$ cat config.mk
export PLATFORM = sky130hd
export DESIGN_NAME = alpha_weighted_2x2_downsample_core_flat
export DESIGN_NICKNAME = d
export VERILOG_FILES = /design/src/rtl/awds_pkg.sv /design/src/rtl/awds_in_if.sv /design/src/rtl/awds_out_if.sv /design/src/rtl/awds_ctrl.sv /design/src/rtl/awds_dp.sv /design/src/rtl/alpha_weighted_2x2_downsample_core.sv /design/src/flat_wrapper.sv
export SDC_FILE = /design/constraint.sdc
export NUM_CORES = 2
export LEC_CHECK = 0
export ABC_CLOCK_PERIOD_IN_PS = 17900
export BUFFER_PORTS_ARGS = -buffer_cell sky130_fd_sc_hd__buf_2
export CORE_MARGIN = 4
export CORE_UTILIZATION = 30
export CTS_CLUSTER_DIAMETER = 30
export DETAILED_ROUTE_END_ITERATION = 12
export SLEW_MARGIN = 20
export SYNTH_ARGS = -nofsm -noshare
export SYNTH_HDL_FRONTEND = slang
export SYNTH_SLANG_ARGS = --single-unit
$ cat constraint.sdc
create_clock -name clk -period 17.9 [get_ports clk]
set_clock_uncertainty 0.15 [all_clocks]
set_input_delay 0 -clock clk [delete_from_list [all_inputs] [get_ports clk]]
set_output_delay 0 -clock clk [all_outputs]
set_load 0.01 [all_outputs]
$ cat src/rtl/awds_pkg.sv
// ----------------------------------------------------------------------------
// awds_pkg
// Shared types, constants and helpers of the alpha-weighted 2x2 downsampler.
// ----------------------------------------------------------------------------
package awds_pkg;

    localparam int MAX_ROW_PIXELS_DEF = 64;

    localparam int PIX_W      = 32;
    localparam int CHAN_W     = 8;
    localparam int NUM_CHAN   = 4;
    localparam int BPP_W      = 3;
    localparam int SW_W       = 7;
    localparam int CFG_DATA_W = 7;

    // sum of four channel bytes and sum of four byte products
    localparam int SUM_W  = 10;
    localparam int WSUM_W = 18;
    localparam int NUM_COLOR = 3;

    localparam int DIV_STEPS = 8;
    localparam int DIV_CNT_W = 3;

    localparam logic [BPP_W-1:0] BPP_RESET = 3'd4;
    localparam logic [SW_W-1:0]  SW_RESET  = 7'd64;

    localparam logic [BPP_W-1:0] BPP_GRAY   = 3'd1;
    localparam logic [BPP_W-1:0] BPP_GRAY_A = 3'd2;
    localparam logic [BPP_W-1:0] BPP_RGB    = 3'd3;
    localparam logic [BPP_W-1:0] BPP_RGBA   = 3'd4;

    typedef enum logic [0:0] {
        REG_BPP       = 1'b0,
        REG_SRC_WIDTH = 1'b1
    } cfg_reg_t;

    typedef enum logic [2:0] {
        ST_IDLE,
        ST_READ_LEFT,
        ST_READ_RIGHT,
        ST_SUM,
        ST_DIVIDE,
        ST_FINISH
    } state_t;

    typedef struct packed {
        logic take;
        logic rd_left;
        logic rd_right;
        logic sum_en;
        logic div_en;
        logic load_out;
    } cmd_t;

    typedef struct packed {
        logic block_done;
        logic out_free;
    } status_t;

    // out-of-range pixel sizes fold onto the nearest legal one
    function automatic logic [BPP_W-1:0] eff_bpp(input logic [BPP_W-1:0] raw);
        logic [BPP_W-1:0] res;
        begin
            if (raw == 3'd0)
            begin
                res = BPP_GRAY;
            end
            else if (raw > BPP_RGBA)
            begin
                res = BPP_RGBA;
            end
            else
            begin
                res = raw;
            end
            return res;
        end
    endfunction

endpackage

$ cat src/rtl/awds_in_if.sv
// ----------------------------------------------------------------------------
// awds_in_if
// Source pixel channel: valid/ready handshake with pixel and tile-start flag.
// ----------------------------------------------------------------------------
interface awds_in_if;
    logic                        valid;
    logic                        ready;
    logic [awds_pkg::PIX_W-1:0]  pixel_in;
    logic                        first_of_tile;

    modport source (output valid, output pixel_in, output first_of_tile, input ready);
    modport sink   (input valid, input pixel_in, input first_of_tile, output ready);
endinterface

$ cat src/rtl/awds_out_if.sv
// ----------------------------------------------------------------------------
// awds_out_if
// Downsampled pixel channel: valid/ready handshake with pixel and row end.
// ----------------------------------------------------------------------------
interface awds_out_if;
    logic                        valid;
    logic                        ready;
    logic [awds_pkg::PIX_W-1:0]  pixel_out;
    logic                        row_end;

    modport source (output valid, output pixel_out, output row_end, input ready);
    modport sink   (input valid, input pixel_out, input row_end, output ready);
endinterface

$ cat src/rtl/awds_ctrl.sv
// ----------------------------------------------------------------------------
// awds_ctrl
// Sequencer: takes items, walks block items through read, sum, divide, finish.
// ----------------------------------------------------------------------------
module awds_ctrl (
    input  logic               clk,
    input  logic               rst_n,
    input  logic               in_valid,
    output logic               in_ready,
    input  awds_pkg::status_t  status,
    output awds_pkg::cmd_t     cmd
);

    awds_pkg::state_t                 state_reg, state_next;
    logic [awds_pkg::DIV_CNT_W-1:0]   cnt_reg, cnt_next;

    always_ff @(posedge clk or negedge rst_n)
    begin
        if (!rst_n)
        begin
            state_reg <= awds_pkg::ST_IDLE;
            cnt_reg   <= '0;
        end
        else
        begin
            state_reg <= state_next;
            cnt_reg   <= cnt_next;
        end
    end

    // next state
    always_comb
    begin
        state_next = state_reg;
        cnt_next   = cnt_reg;
        unique case (state_reg)
            awds_pkg::ST_IDLE:
            begin
                if (in_valid && status.block_done)
                begin
                    state_next = awds_pkg::ST_READ_LEFT;
                end
            end
            awds_pkg::ST_READ_LEFT:
            begin
                state_next = awds_pkg::ST_READ_RIGHT;
            end
            awds_pkg::ST_READ_RIGHT:
            begin
                state_next = awds_pkg::ST_SUM;
            end
            awds_pkg::ST_SUM:
            begin
                state_next = awds_pkg::ST_DIVIDE;
                cnt_next   = awds_pkg::DIV_CNT_W'(awds_pkg::DIV_STEPS - 1);
            end
            awds_pkg::ST_DIVIDE:
            begin
                if (cnt_reg == '0)
                begin
                    state_next = awds_pkg::ST_FINISH;
                end
                else
                begin
                    cnt_next = cnt_reg - awds_pkg::DIV_CNT_W'(1);
                end
            end
            awds_pkg::ST_FINISH:
            begin
                if (status.out_free)
                begin
                    state_next = awds_pkg::ST_IDLE;
                end
            end
            default:
            begin
                state_next = awds_pkg::ST_IDLE;
            end
        endcase
    end

    // outputs
    always_comb
    begin
        cmd      = '0;
        in_ready = 1'b0;
        unique case (state_reg)
            awds_pkg::ST_IDLE:
            begin
                in_ready = 1'b1;
                cmd.take = in_valid;
            end
            awds_pkg::ST_READ_LEFT:
            begin
                cmd.rd_left = 1'b1;
            end
            awds_pkg::ST_READ_RIGHT:
            begin
                cmd.rd_right = 1'b1;
            end
            awds_pkg::ST_SUM:
            begin
                cmd.sum_en = 1'b1;
            end
            awds_pkg::ST_DIVIDE:
            begin
                cmd.div_en = 1'b1;
            end
            awds_pkg::ST_FINISH:
            begin
                cmd.load_out = status.out_free;
            end
            default:
            begin
                cmd = '0;
            end
        endcase
    end

endmodule

$ cat src/rtl/awds_dp.sv
// ----------------------------------------------------------------------------
// awds_dp
// Datapath: config registers, position tracking, line buffer, block sums,
// bit-serial alpha divide and the output register.
// ----------------------------------------------------------------------------
module awds_dp #(
    parameter int MAX_ROW_PIXELS = awds_pkg::MAX_ROW_PIXELS_DEF
) (
    input  logic                              clk,
    input  logic                              rst_n,
    input  logic                              cfg_we,
    input  awds_pkg::cfg_reg_t                cfg_index,
    input  logic [awds_pkg::CFG_DATA_W-1:0]   cfg_data,
    input  logic [awds_pkg::PIX_W-1:0]        pixel_in,
    input  logic                              first_of_tile,
    input  awds_pkg::cmd_t                    cmd,
    output awds_pkg::status_t                 status,
    output logic [awds_pkg::PIX_W-1:0]        pixel_out,
    output logic                              row_end,
    output logic                              out_valid,
    input  logic                              out_ready
);

    localparam int CW   = (MAX_ROW_PIXELS > 2) ? $clog2(MAX_ROW_PIXELS) : 1;
    localparam int CMPW = ((CW > awds_pkg::SW_W) ? CW : awds_pkg::SW_W) + 1;
    localparam logic [CMPW-1:0] MAX_W = CMPW'(MAX_ROW_PIXELS);
    localparam logic [CMPW-1:0] MIN_W = CMPW'(2);

    localparam int PW  = awds_pkg::PIX_W;
    localparam int CH  = awds_pkg::CHAN_W;
    localparam int SW  = awds_pkg::SUM_W;
    localparam int WSW = awds_pkg::WSUM_W;
    localparam int NCH = awds_pkg::NUM_CHAN;
    localparam int NCO = awds_pkg::NUM_COLOR;

    // configuration
    logic [awds_pkg::BPP_W-1:0] bpp_reg;
    logic [awds_pkg::SW_W-1:0]  sw_reg;

    always_ff @(posedge clk or negedge rst_n)
    begin
        if (!rst_n)
        begin
            bpp_reg <= awds_pkg::BPP_RESET;
            sw_reg  <= awds_pkg::SW_RESET;
        end
        else if (cfg_we)
        begin
            unique case (cfg_index)
                awds_pkg::REG_BPP:       bpp_reg <= cfg_data[awds_pkg::BPP_W-1:0];
                awds_pkg::REG_SRC_WIDTH: sw_reg  <= cfg_data[awds_pkg::SW_W-1:0];
                default:                 bpp_reg <= bpp_reg;
            endcase
        end
    end

    logic [awds_pkg::BPP_W-1:0] bpp_e;
    logic                       alpha_mode;
    logic [CMPW-1:0]            sw_ext;
    logic [CMPW-1:0]            w_eff;

    always_comb
    begin
        bpp_e      = awds_pkg::eff_bpp(bpp_reg);
        alpha_mode = (bpp_e == awds_pkg::BPP_GRAY_A) || (bpp_e == awds_pkg::BPP_RGBA);
        sw_ext     = CMPW'(sw_reg);
        if (sw_ext < MIN_W)
        begin
            w_eff = MIN_W;
        end
        else if (sw_ext > MAX_W)
        begin
            w_eff = MAX_W;
        end
        else
        begin
            w_eff = sw_ext;
        end
    end

    // position tracking
    logic [CW-1:0]   col_reg;
    logic            bottom_reg;
    logic [PW-1:0]   left_reg;
    logic [CW-1:0]   col_cur;
    logic            bottom_cur;
    logic [CMPW-1:0] col_inc;
    logic            row_done;
    logic            mem_we;

    always_comb
    begin
        col_cur    = first_of_tile ? '0 : col_reg;
        bottom_cur = first_of_tile ? 1'b0 : bottom_reg;
        col_inc    = CMPW'(col_cur) + CMPW'(1);
        row_done   = (col_inc >= w_eff);
        mem_we     = cmd.take && !bottom_cur;
    end

    assign status.block_done = bottom_cur && col_cur[0];

    always_ff @(posedge clk or negedge rst_n)
    begin
        if (!rst_n)
        begin
            col_reg    <= '0;
            bottom_reg <= 1'b0;
            left_reg   <= '0;
        end
        else if (cmd.take)
        begin
            col_reg    <= row_done ? '0 : col_inc[CW-1:0];
            bottom_reg <= row_done ? !bottom_cur : bottom_cur;
            if (bottom_cur && !col_cur[0])
            begin
                left_reg <= pixel_in;
            end
        end
    end

    // block item capture
    logic [PW-1:0] px_reg;
    logic [CW-1:0] c_reg;
    logic          row_end_reg;

    always_ff @(posedge clk)
    begin
        if (cmd.take && status.block_done)
        begin
            px_reg      <= pixel_in;
            c_reg       <= col_cur;
            row_end_reg <= (col_inc >= {w_eff[CMPW-1:1], 1'b0});
        end
    end

    // top row line buffer
    logic [PW-1:0] mem [MAX_ROW_PIXELS];
    logic [PW-1:0] rdata_reg;
    logic [PW-1:0] q0_reg;
    logic [CW-1:0] rd_addr;

    assign rd_addr = cmd.rd_left ? (c_reg - CW'(1)) : c_reg;

    always_ff @(posedge clk)
    begin
        if (mem_we)
        begin
            mem[col_cur] <= pixel_in;
        end
        if (cmd.rd_left || cmd.rd_right)
        begin
            rdata_reg <= mem[rd_addr];
        end
        if (cmd.rd_right)
        begin
            q0_reg <= rdata_reg;
        end
    end

    // block sums
    logic [PW-1:0]  quad [4];
    logic [CH-1:0]  alpha [4];
    logic [SW-1:0]  psum [NCH];
    logic [WSW-1:0] wsum [NCO];

    always_comb
    begin
        quad[0] = q0_reg;
        quad[1] = rdata_reg;
        quad[2] = left_reg;
        quad[3] = px_reg;
        for (int n = 0; n < 4; n++)
        begin
            alpha[n] = (bpp_e == awds_pkg::BPP_GRAY_A) ? quad[n][2*CH-1:CH]
                                                        : quad[n][4*CH-1:3*CH];
        end
        for (int k = 0; k < NCH; k++)
        begin
            psum[k] = '0;
            for (int n = 0; n < 4; n++)
            begin
                psum[k] = psum[k] + SW'(quad[n][k*CH +: CH]);
            end
        end
        for (int k = 0; k < NCO; k++)
        begin
            wsum[k] = '0;
            for (int n = 0; n < 4; n++)
            begin
                wsum[k] = wsum[k] + (WSW'(quad[n][k*CH +: CH]) * WSW'(alpha[n]));
            end
        end
    end

    logic [SW-1:0]  psum_reg [NCH];
    logic [SW-1:0]  asum_reg;
    logic [WSW-1:0] rem_reg [NCO];
    logic [CH-1:0]  quo_reg [NCO];

    // restoring divide, one quotient bit per cycle, msb first
    logic [awds_pkg::DIV_CNT_W-1:0] div_sh;
    logic [WSW-1:0]                 dvs;
    logic [WSW-1:0]                 rem_diff [NCO];
    logic                           rem_ge [NCO];

    always_comb
    begin
        dvs = WSW'(asum_reg) << div_sh;
        for (int k = 0; k < NCO; k++)
        begin
            rem_ge[k]   = (rem_reg[k] >= dvs);
            rem_diff[k] = rem_reg[k] - dvs;
        end
    end

    always_ff @(posedge clk)
    begin
        if (cmd.sum_en)
        begin
            for (int k = 0; k < NCH; k++)
            begin
                psum_reg[k] <= psum[k];
            end
            for (int k = 0; k < NCO; k++)
            begin
                rem_reg[k] <= wsum[k];
            end
            asum_reg <= (bpp_e == awds_pkg::BPP_GRAY_A) ? psum[1] : psum[3];
            div_sh   <= awds_pkg::DIV_CNT_W'(awds_pkg::DIV_STEPS - 1);
        end
        else if (cmd.div_en)
        begin
            for (int k = 0; k < NCO; k++)
            begin
                if (rem_ge[k])
                begin
                    rem_reg[k] <= rem_diff[k];
                end
                quo_reg[k] <= {quo_reg[k][CH-2:0], rem_ge[k]};
            end
            div_sh <= div_sh - awds_pkg::DIV_CNT_W'(1);
        end
    end

    // result assembly
    logic [PW-1:0] res;

    always_comb
    begin
        res = '0;
        unique case (bpp_e)
            awds_pkg::BPP_GRAY:
            begin
                res[CH-1:0] = psum_reg[0][SW-1:2];
            end
            awds_pkg::BPP_RGB:
            begin
                res[CH-1:0]      = psum_reg[0][SW-1:2];
                res[2*CH-1:CH]   = psum_reg[1][SW-1:2];
                res[3*CH-1:2*CH] = psum_reg[2][SW-1:2];
            end
            awds_pkg::BPP_GRAY_A:
            begin
                if (asum_reg != '0)
                begin
                    res[CH-1:0]    = quo_reg[0];
                    res[2*CH-1:CH] = asum_reg[SW-1:2];
                end
            end
            default:
            begin
                if (asum_reg != '0)
                begin
                    res[CH-1:0]      = quo_reg[0];
                    res[2*CH-1:CH]   = quo_reg[1];
                    res[3*CH-1:2*CH] = quo_reg[2];
                    res[4*CH-1:3*CH] = asum_reg[SW-1:2];
                end
            end
        endcase
        if (!alpha_mode && (bpp_e == awds_pkg::BPP_GRAY_A))
        begin
            res = '0;
        end
    end

    // output register
    logic          out_valid_reg;
    logic [PW-1:0] out_pix_reg;
    logic          out_end_reg;

    always_ff @(posedge clk or negedge rst_n)
    begin
        if (!rst_n)
        begin
            out_valid_reg <= 1'b0;
        end
        else if (cmd.load_out)
        begin
            out_valid_reg <= 1'b1;
        end
        else if (out_ready)
        begin
            out_valid_reg <= 1'b0;
        end
    end

    always_ff @(posedge clk)
    begin
        if (cmd.load_out)
        begin
            out_pix_reg <= res;
            out_end_reg <= row_end_reg;
        end
    end

    assign status.out_free = !out_valid_reg || out_ready;
    assign out_valid       = out_valid_reg;
    assign pixel_out       = out_pix_reg;
    assign row_end         = out_end_reg;

endmodule

$ cat src/rtl/alpha_weighted_2x2_downsample_core.sv
// ----------------------------------------------------------------------------
// alpha_weighted_2x2_downsample_core
// Half-size 2x2 box downsampler with alpha-weighted colour averaging.
// ----------------------------------------------------------------------------
//  channel   direction  handshake      payload
//  pixels    sink       valid/ready    pixel_in[31:0], first_of_tile
//  results   source     valid/ready    pixel_out[31:0], row_end
//  cfg       sink       cfg_we         cfg_index (0 bpp, 1 width), cfg_data[6:0]
//
//  an item that completes no 2x2 block is taken while the sequencer stays idle
//  an item on an odd bottom-row column goes through two line buffer reads
//  on its single port, one sum step and an 8-step bit-serial alpha divide
//  the result sits in an output register; the next item is taken while it waits
//  a full output register stalls only the next block item, in its last cycle
//  rst_n clears position and output valid and sets config to its defaults at once; no clearing pass
// ----------------------------------------------------------------------------
module alpha_weighted_2x2_downsample_core #(
    parameter int MAX_ROW_PIXELS = awds_pkg::MAX_ROW_PIXELS_DEF
) (
    input  logic                             clk,
    input  logic                             rst_n,
    awds_in_if.sink                          pixels,
    awds_out_if.source                       results,
    input  logic                             cfg_we,
    input  awds_pkg::cfg_reg_t               cfg_index,
    input  logic [awds_pkg::CFG_DATA_W-1:0]  cfg_data
);

    awds_pkg::cmd_t    cmd;
    awds_pkg::status_t status;

    awds_ctrl u_ctrl (
        .clk      (clk),
        .rst_n    (rst_n),
        .in_valid (pixels.valid),
        .in_ready (pixels.ready),
        .status   (status),
        .cmd      (cmd)
    );

    awds_dp #(
        .MAX_ROW_PIXELS (MAX_ROW_PIXELS)
    ) u_dp (
        .clk           (clk),
        .rst_n         (rst_n),
        .cfg_we        (cfg_we),
        .cfg_index     (cfg_index),
        .cfg_data      (cfg_data),
        .pixel_in      (pixels.pixel_in),
        .first_of_tile (pixels.first_of_tile),
        .cmd           (cmd),
        .status        (status),
        .pixel_out     (results.pixel_out),
        .row_end       (results.row_end),
        .out_valid     (results.valid),
        .out_ready     (results.ready)
    );

endmodule

$ cat src/flat_wrapper.sv
// flat-port wrapper written by rule: the top's interface ports become plain ports
module alpha_weighted_2x2_downsample_core_flat 
#(
    parameter int MAX_ROW_PIXELS = awds_pkg::MAX_ROW_PIXELS_DEF
)
  (clk, rst_n, cfg_we, cfg_index, cfg_data, pixels_valid, pixels_pixel_in, pixels_first_of_tile, pixels_ready, results_valid, results_pixel_out, results_row_end, results_ready);
  awds_in_if pixels_i ();
  awds_out_if results_i ();
  input  logic clk;
  input  logic rst_n;
  input  logic cfg_we;
  input  awds_pkg::cfg_reg_t cfg_index;
  input  logic [awds_pkg::CFG_DATA_W-1:0] cfg_data;
  input wire logic [$bits(pixels_i.valid)-1:0] pixels_valid;
  input wire logic [$bits(pixels_i.pixel_in)-1:0] pixels_pixel_in;
  input wire logic [$bits(pixels_i.first_of_tile)-1:0] pixels_first_of_tile;
  output wire logic [$bits(pixels_i.ready)-1:0] pixels_ready;
  output wire logic [$bits(results_i.valid)-1:0] results_valid;
  output wire logic [$bits(results_i.pixel_out)-1:0] results_pixel_out;
  output wire logic [$bits(results_i.row_end)-1:0] results_row_end;
  input wire logic [$bits(results_i.ready)-1:0] results_ready;
  assign pixels_i.valid = pixels_valid;
  assign pixels_i.pixel_in = pixels_pixel_in;
  assign pixels_i.first_of_tile = pixels_first_of_tile;
  assign pixels_ready = pixels_i.ready;
  assign results_valid = results_i.valid;
  assign results_pixel_out = results_i.pixel_out;
  assign results_row_end = results_i.row_end;
  assign results_i.ready = results_ready;
  alpha_weighted_2x2_downsample_core #(.MAX_ROW_PIXELS(MAX_ROW_PIXELS)) u_core (.clk(clk), .rst_n(rst_n), .pixels(pixels_i), .results(results_i), .cfg_we(cfg_we), .cfg_index(cfg_index), .cfg_data(cfg_data));
endmodule
After elaboration in Yosys (flattened, before gate mapping)
Memories as Yosys holds them, arrays and structs flattened. A register that Yosys moved wholly into a read port is not among the register bits.
Index checks and enable logic that the tools add are counted.
{"block": "op_classes", "muxes": 56, "mul": 12, "n_reduce_logical": 27, "n_bitwise": 5, "shift": 1, "n_addsub": 28, "magnitude_cmp": 8, "eq_ne": 13}
{"operator": "8-bit by 8-bit multiplier with 16-bit output", "n": 12}
{"operator": "17-bit by 16-bit adder with 18-bit output", "n": 3}
{"operator": "18-bit by 16-bit adder with 18-bit output", "n": 3}
{"operator": "18-bit >= comparator", "n": 3}
{"operator": "18-bit 2-to-1 mux", "n": 3}
{"operator": "18-bit subtractor", "n": 3}
{"operator": "16-bit by 16-bit adder with 17-bit output", "n": 3}
{"operator": "10-bit by 8-bit adder with 10-bit output", "n": 4}
{"operator": "9-bit by 8-bit adder with 10-bit output", "n": 4}
{"operator": "8-bit by 8-bit adder with 9-bit output", "n": 4}
{"operator": "8-bit 2-to-1 mux", "n": 4}
{"operator": "8-bit case mux with 2 select lines", "n": 2}
{"operator": "1-bit 2-to-1 mux", "n": 30}
{"operator": "24-bit 2-to-1 mux", "n": 1}
{"operator": "8-bit case mux with 3 select lines", "n": 1}
{"operator": "3-bit 2-to-1 mux", "n": 6}
{"operator": "6-bit 2-to-1 mux", "n": 3}
{"operator": "3-bit case mux with 6 select lines", "n": 1}
{"operator": "10-bit by 3-bit << shifter with 18-bit output", "n": 1}
{"operator": "7-bit by 8-bit >= comparator with 1-bit output", "n": 2}
{"operator": "16-bit 2-to-1 mux", "n": 1}
{"operator": "7-bit 2-to-1 mux", "n": 2}
{"operator": "3-bit by 2-bit equality test with 1-bit output (second input constant)", "n": 4}
{"operator": "10-bit 2-to-1 mux", "n": 1}
{"operator": "22 further kinds", "n": 49}
{"block": "word_totals", "regBits": 173, "ram_bits": 2166, "mem_count": 4}
{"memory": "u_core.u_dp.mem", "words": 64, "width": 32, "read_ports": 1, "rd_clocked_by_memory_dff": 1, "write_ports": 1, "line": "awds_dp.sv:137", "source": "logic [PW-1:0] mem [MAX_ROW_PIXELS];"}
{"memory": "u_core.u_dp.rem_reg", "words": 3, "width": 18, "read_ports": 3, "rd_clocked_by_memory_dff": 0, "write_ports": 3, "line": "awds_dp.sv:197", "source": "logic [WSW-1:0] rem_reg [NCO];"}
{"memory": "u_core.u_dp.psum_reg", "words": 4, "width": 10, "read_ports": 3, "rd_clocked_by_memory_dff": 0, "write_ports": 4, "line": "awds_dp.sv:195", "source": "logic [SW-1:0] psum_reg [NCH];"}
{"memory": "u_core.u_dp.quo_reg", "words": 3, "width": 8, "read_ports": 3, "rd_clocked_by_memory_dff": 0, "write_ports": 3, "line": "awds_dp.sv:198", "source": "logic [CH-1:0] quo_reg [NCO];"}

Longest topological paths before layout
{"block": "logic_depth", "ltp_word": 10, "depth_mapped": 31}

By module
Synthesis repeated with hierarchy kept, for this count alone.
{"block": "unflattened", "hier_cells": 7390, "hier_area_um2": 122451.2}
{"module": "awds_dp", "instances": 1, "area_each_um2": 122085.8, "seq_area_each_um2": 70259.9, "cells_per_inst": 7355}
{"module": "awds_ctrl", "instances": 1, "area_each_um2": 365.4, "seq_area_each_um2": 150.1, "cells_per_inst": 35}

Least setup slack after synthesis
Ideal clock, no wire load.
{"block": "synth_timing", "kind": "reg2reg", "startpoint": "reg u_core.u_dp.bpp_reg[2] (netlist name)", "endpoint": "mem u_core.u_dp.rem_reg[0][35] (netlist name) (data pin)", "arrival_time_ps": 7809, "synth_period_minus_slack_ps": 8229, "path_stages_with_launch": 26, "slack_ps": 9671, "cell_sequence": "dfstp_2 -> nand2b_1 -> nor2_1 -> clkbuf_1 -> mux2_2 -> clkbuf_1 -> and2_1 -> fa_1 -> fa_1 -> inv_1 -> fa_1 -> fa_1 -> inv_1 -> fa_1 -> fa_1 -> fa_1 -> fa_1 -> ha_1 -> nor2b_1 -> o31a_1 -> o211ai_1 -> nand2_1 -> a41o_1 -> o41ai_1 -> mux2i_1 -> a2bb2oi_1"}
{"element": "start: declaration", "line": "awds_dp.sv:37", "source": "logic [awds_pkg::BPP_W-1:0] bpp_reg;"}
{"element": "start signal: assignment", "line": "awds_dp.sv:44", "source": "bpp_reg <= awds_pkg::BPP_RESET;"}
{"element": "start signal: assignment", "line": "awds_dp.sv:50", "source": "awds_pkg::REG_BPP: bpp_reg <= cfg_data[awds_pkg::BPP_W-1:0];"}
{"element": "start signal: assignment", "line": "awds_dp.sv:52", "source": "default: bpp_reg <= bpp_reg;"}
{"element": "end: declaration", "line": "awds_dp.sv:197"}

==> impl_metrics.csv <==
group,metric,value,unit
status,status,"finished with violations",
status,violations,"antenna violations",
final_layout,nets,9615,
critical_path,reg2reg_slack,8.55,ns
die,rows,235,
hold_path,min_to,"u_core.u_dp.sw_reg[2]",
detailed_routing,vias,69800,
global_route,grt_pass1_vias,74300,
detailed_routing,avgViaCountPerCell,4.93,
critical_path,worstReg2RegEnd,"u_core.u_dp.rem_reg[0][35]",
critical_path,cp.arrival,9.72,ns
critical_path,path_delay_family,"adder cells",
global_route,grt_overflow,0,
critical_path,crit_buf_inv,4,
job,cap_viol_max_count,0,
clock_tree,root_buffer,"clkbuf_16",
timing,fin_crit_sh,0.522,
clock_tree,clock_latency,0.93,ns
timing,rsz0062_at_grt,"false",
synthesis,ys_top_cells_by_area,"edfxtp_1 (56%), fa_1 (12%), mux4_2 (9.4%)",
synthesis,ys_ff_latch,2355,
die,io_pins,81,
clock_tree,clk_path_buf_depth,4,
critical_path,crit_type,"flop to flop",
synthesis,synth-edff-count,2296,
clock_tree,numCtsBuffers,405,
global_route,grt_pass1_wl,503000,um
detailed_routing,drtIter0Drc,6782,
hold_path,hold_path.class,"input port to flop",
die,dieHeight,649,um
timing,fin_setup_tns,0,ns
global_route,grt_max_degree,117,
critical_path,crit_path_top_delay_cell,"buf_4",
die,start_util,0.301,
hold_path,whs_path_depth,3,
synthesis,synth_nets,9215,
hold_path,hp-start,"cfg_data[2]",
critical_path,r2r_start,"u_core.u_dp.bpp_reg[2]",
critical_path,startpoint_type,"flop",
clock_tree,cts.sinks,2355,
synthesis,ys.flop_type,"edfxtp_1",
synthesis,async_flop_share,0.0238,
final_layout,drive_gt1_frac,0.194,
global_route,grt_use_total,0.160,
die,coreArea,0.409,mm^2
synthesis,synth_cell_types,76,
timing,max_freq,107,MHz
placement,portBuffers,80,
placement,dp_hpwl,216000,um
clock_tree,htree_levels,5,
detailed_routing,ant_nets,1,
timing,tightestPinTransition,1.13,ns
detailed_routing,routed_wl,341000,um
synthesis,ys_seq_area_frac,0.572,
die,die_area,0.421,mm^2
synthesis,syn-cell-area,0.123,mm^2
critical_path,cp-end-kind,"flop",
synthesis,yosys.area.top_type_share,0.560,
timing,hold_violations,0,
clock_tree,clkSlewWorstSetupHoldPaths,0.05,ns
synthesis,yosysTopAreaCell,"edfxtp_1",
final_layout,final_common_cell,"edfxtp_1",
critical_path,max_stage_delay,0.74,ns
final_layout,largest_reg_flops,2048,
critical_path,critPathRequiredTime,18.27,ns
critical_path,cp_common_cell,"fa_1",
final_layout,final_cell_mix,"edfxtp_1 (2,296), inv_1 (964), fa_1 (739)",
timing,slew_headroom,0.224,
final_layout,area_growth,18.3,%
clock_tree,cts_setup_buffers,0,
detailed_routing,wire_per_inst,24.1,um
critical_path,path_max_fanout,79,
detailed_routing,drc,0,
timing,slew_viol_final,0,
critical_path,crit_start,"u_core.u_dp.bpp_reg[2]",
synthesis,yosys_warnings,0,
placement,place_congestion,0.885,
timing,holdWs,0.0663,ns
critical_path,rr_worst_depth,25,
timing,setup_viol,0,
detailed_routing,dr.pass1.iters,6,
timing,fin_crit,9.35,ns
die,die_w,649,um
synthesis,synth_cells,7947,
clock_tree,cts_tree,"built",
synthesis,syn-mean-instance-area,15.5,um^2
global_route,antenna_found_initial,17,
[logic make-up (layout without fill, tap and decap cells)]
kind of cell / after synthesis / count (layout) / share of synthesized area
flip-flops: 2355 / 2355 / 0.572
AO/OA/AOI/OAI: 662 / 662 / 0.0345
multiplexers: 706 / 706 / 0.111
adder cells (fa/ha/maj): 1222 / 1222 / 0.169
buffers and inverters: 1290 / 2031 / 0.0409
XOR/XNOR: 109 / 109 / 0.00781
other: 0 / 13 / 0
AND/OR/NAND/NOR: 1603 / 1603 / 0.0651
[Yosys cell counts, drive strengths merged, types with 126 or more instances]
master / count
nor2: 151
nor2b: 200
fa: 739
a21oi: 126
mux4: 514
inv: 964
o21ai: 173
and2: 408
edfxtp: 2296
ha: 483
nand2: 612
mux2: 133
buf: 144
clkbuf: 180
[final cells by class]
class	instances	area, um^2
antenna	13	32.5
clock buffer	443	10400
clock inverter	305	3440
fill	38600	264000
inverter	966	3630
multi-input combinational	4302	48400
sequential	2355	70400
tap	5451	6820
timing repair buffer	317	2490
[worst max-delay path by stage]
stage                                       endpoint  slack [ns]  depth (start not counted)
after floorplan           u_core.u_dp.rem_reg[0][35]        9.67                         25
after global placement    u_core.u_dp.rem_reg[0][33]        8.65                         25
after detailed placement  u_core.u_dp.rem_reg[0][35]        8.60                         25
after CTS                 u_core.u_dp.rem_reg[0][35]        8.57                         25
after global routing      u_core.u_dp.rem_reg[0][35]        8.03                         25
final                     u_core.u_dp.rem_reg[0][35]        8.55                         25
[per-layer routing]
| layer | vias to the layer above | part of all wire | track usage |
|---|---|---|---|
| met1 | 36900 | 0.42 | 0.217 |
| met3 | 530 | 0.076 | 0.0295 |
| met4 | 0 | 0.035 | 0.0552 |
| met2 | 2748 | 0.47 | 0.258 |
| met5 | - | 0 | 0 |
| li1 | 29700 | - | - |
[repair_timing]
item / 4_1_cts / 5_1_grt
resized for setup: 0 / 0
hold buffers: 67 / 0
endpoints found under the hold margin: 2265 / 0
[worst min-delay path, stage by stage]
cell,delay (ns)
dlygate4sd3_1,0.52
buf_2,0.27
mux2_2,0.21
[stage by stage]
step / cells / worst slack (ns) / util / cell area (um^2)
2_1_floorplan: 7947 / 9.67 / - / 123000
3_3_place_gp: 13300 / 8.65 / 0.320 / 131000
3_5_place_dp: 13300 / 8.60 / 0.320 / 131000
4_1_cts: 14100 / 8.57 / 0.356 / 146000
5_1_grt: 14100 / 8.03 / 0.356 / 146000
6_report: 14200 / 8.55 / 0.356 / 146000
Power is not shown: default switching activity piles up to over one toggle a cycle in this logic, so the estimate is an artifact.
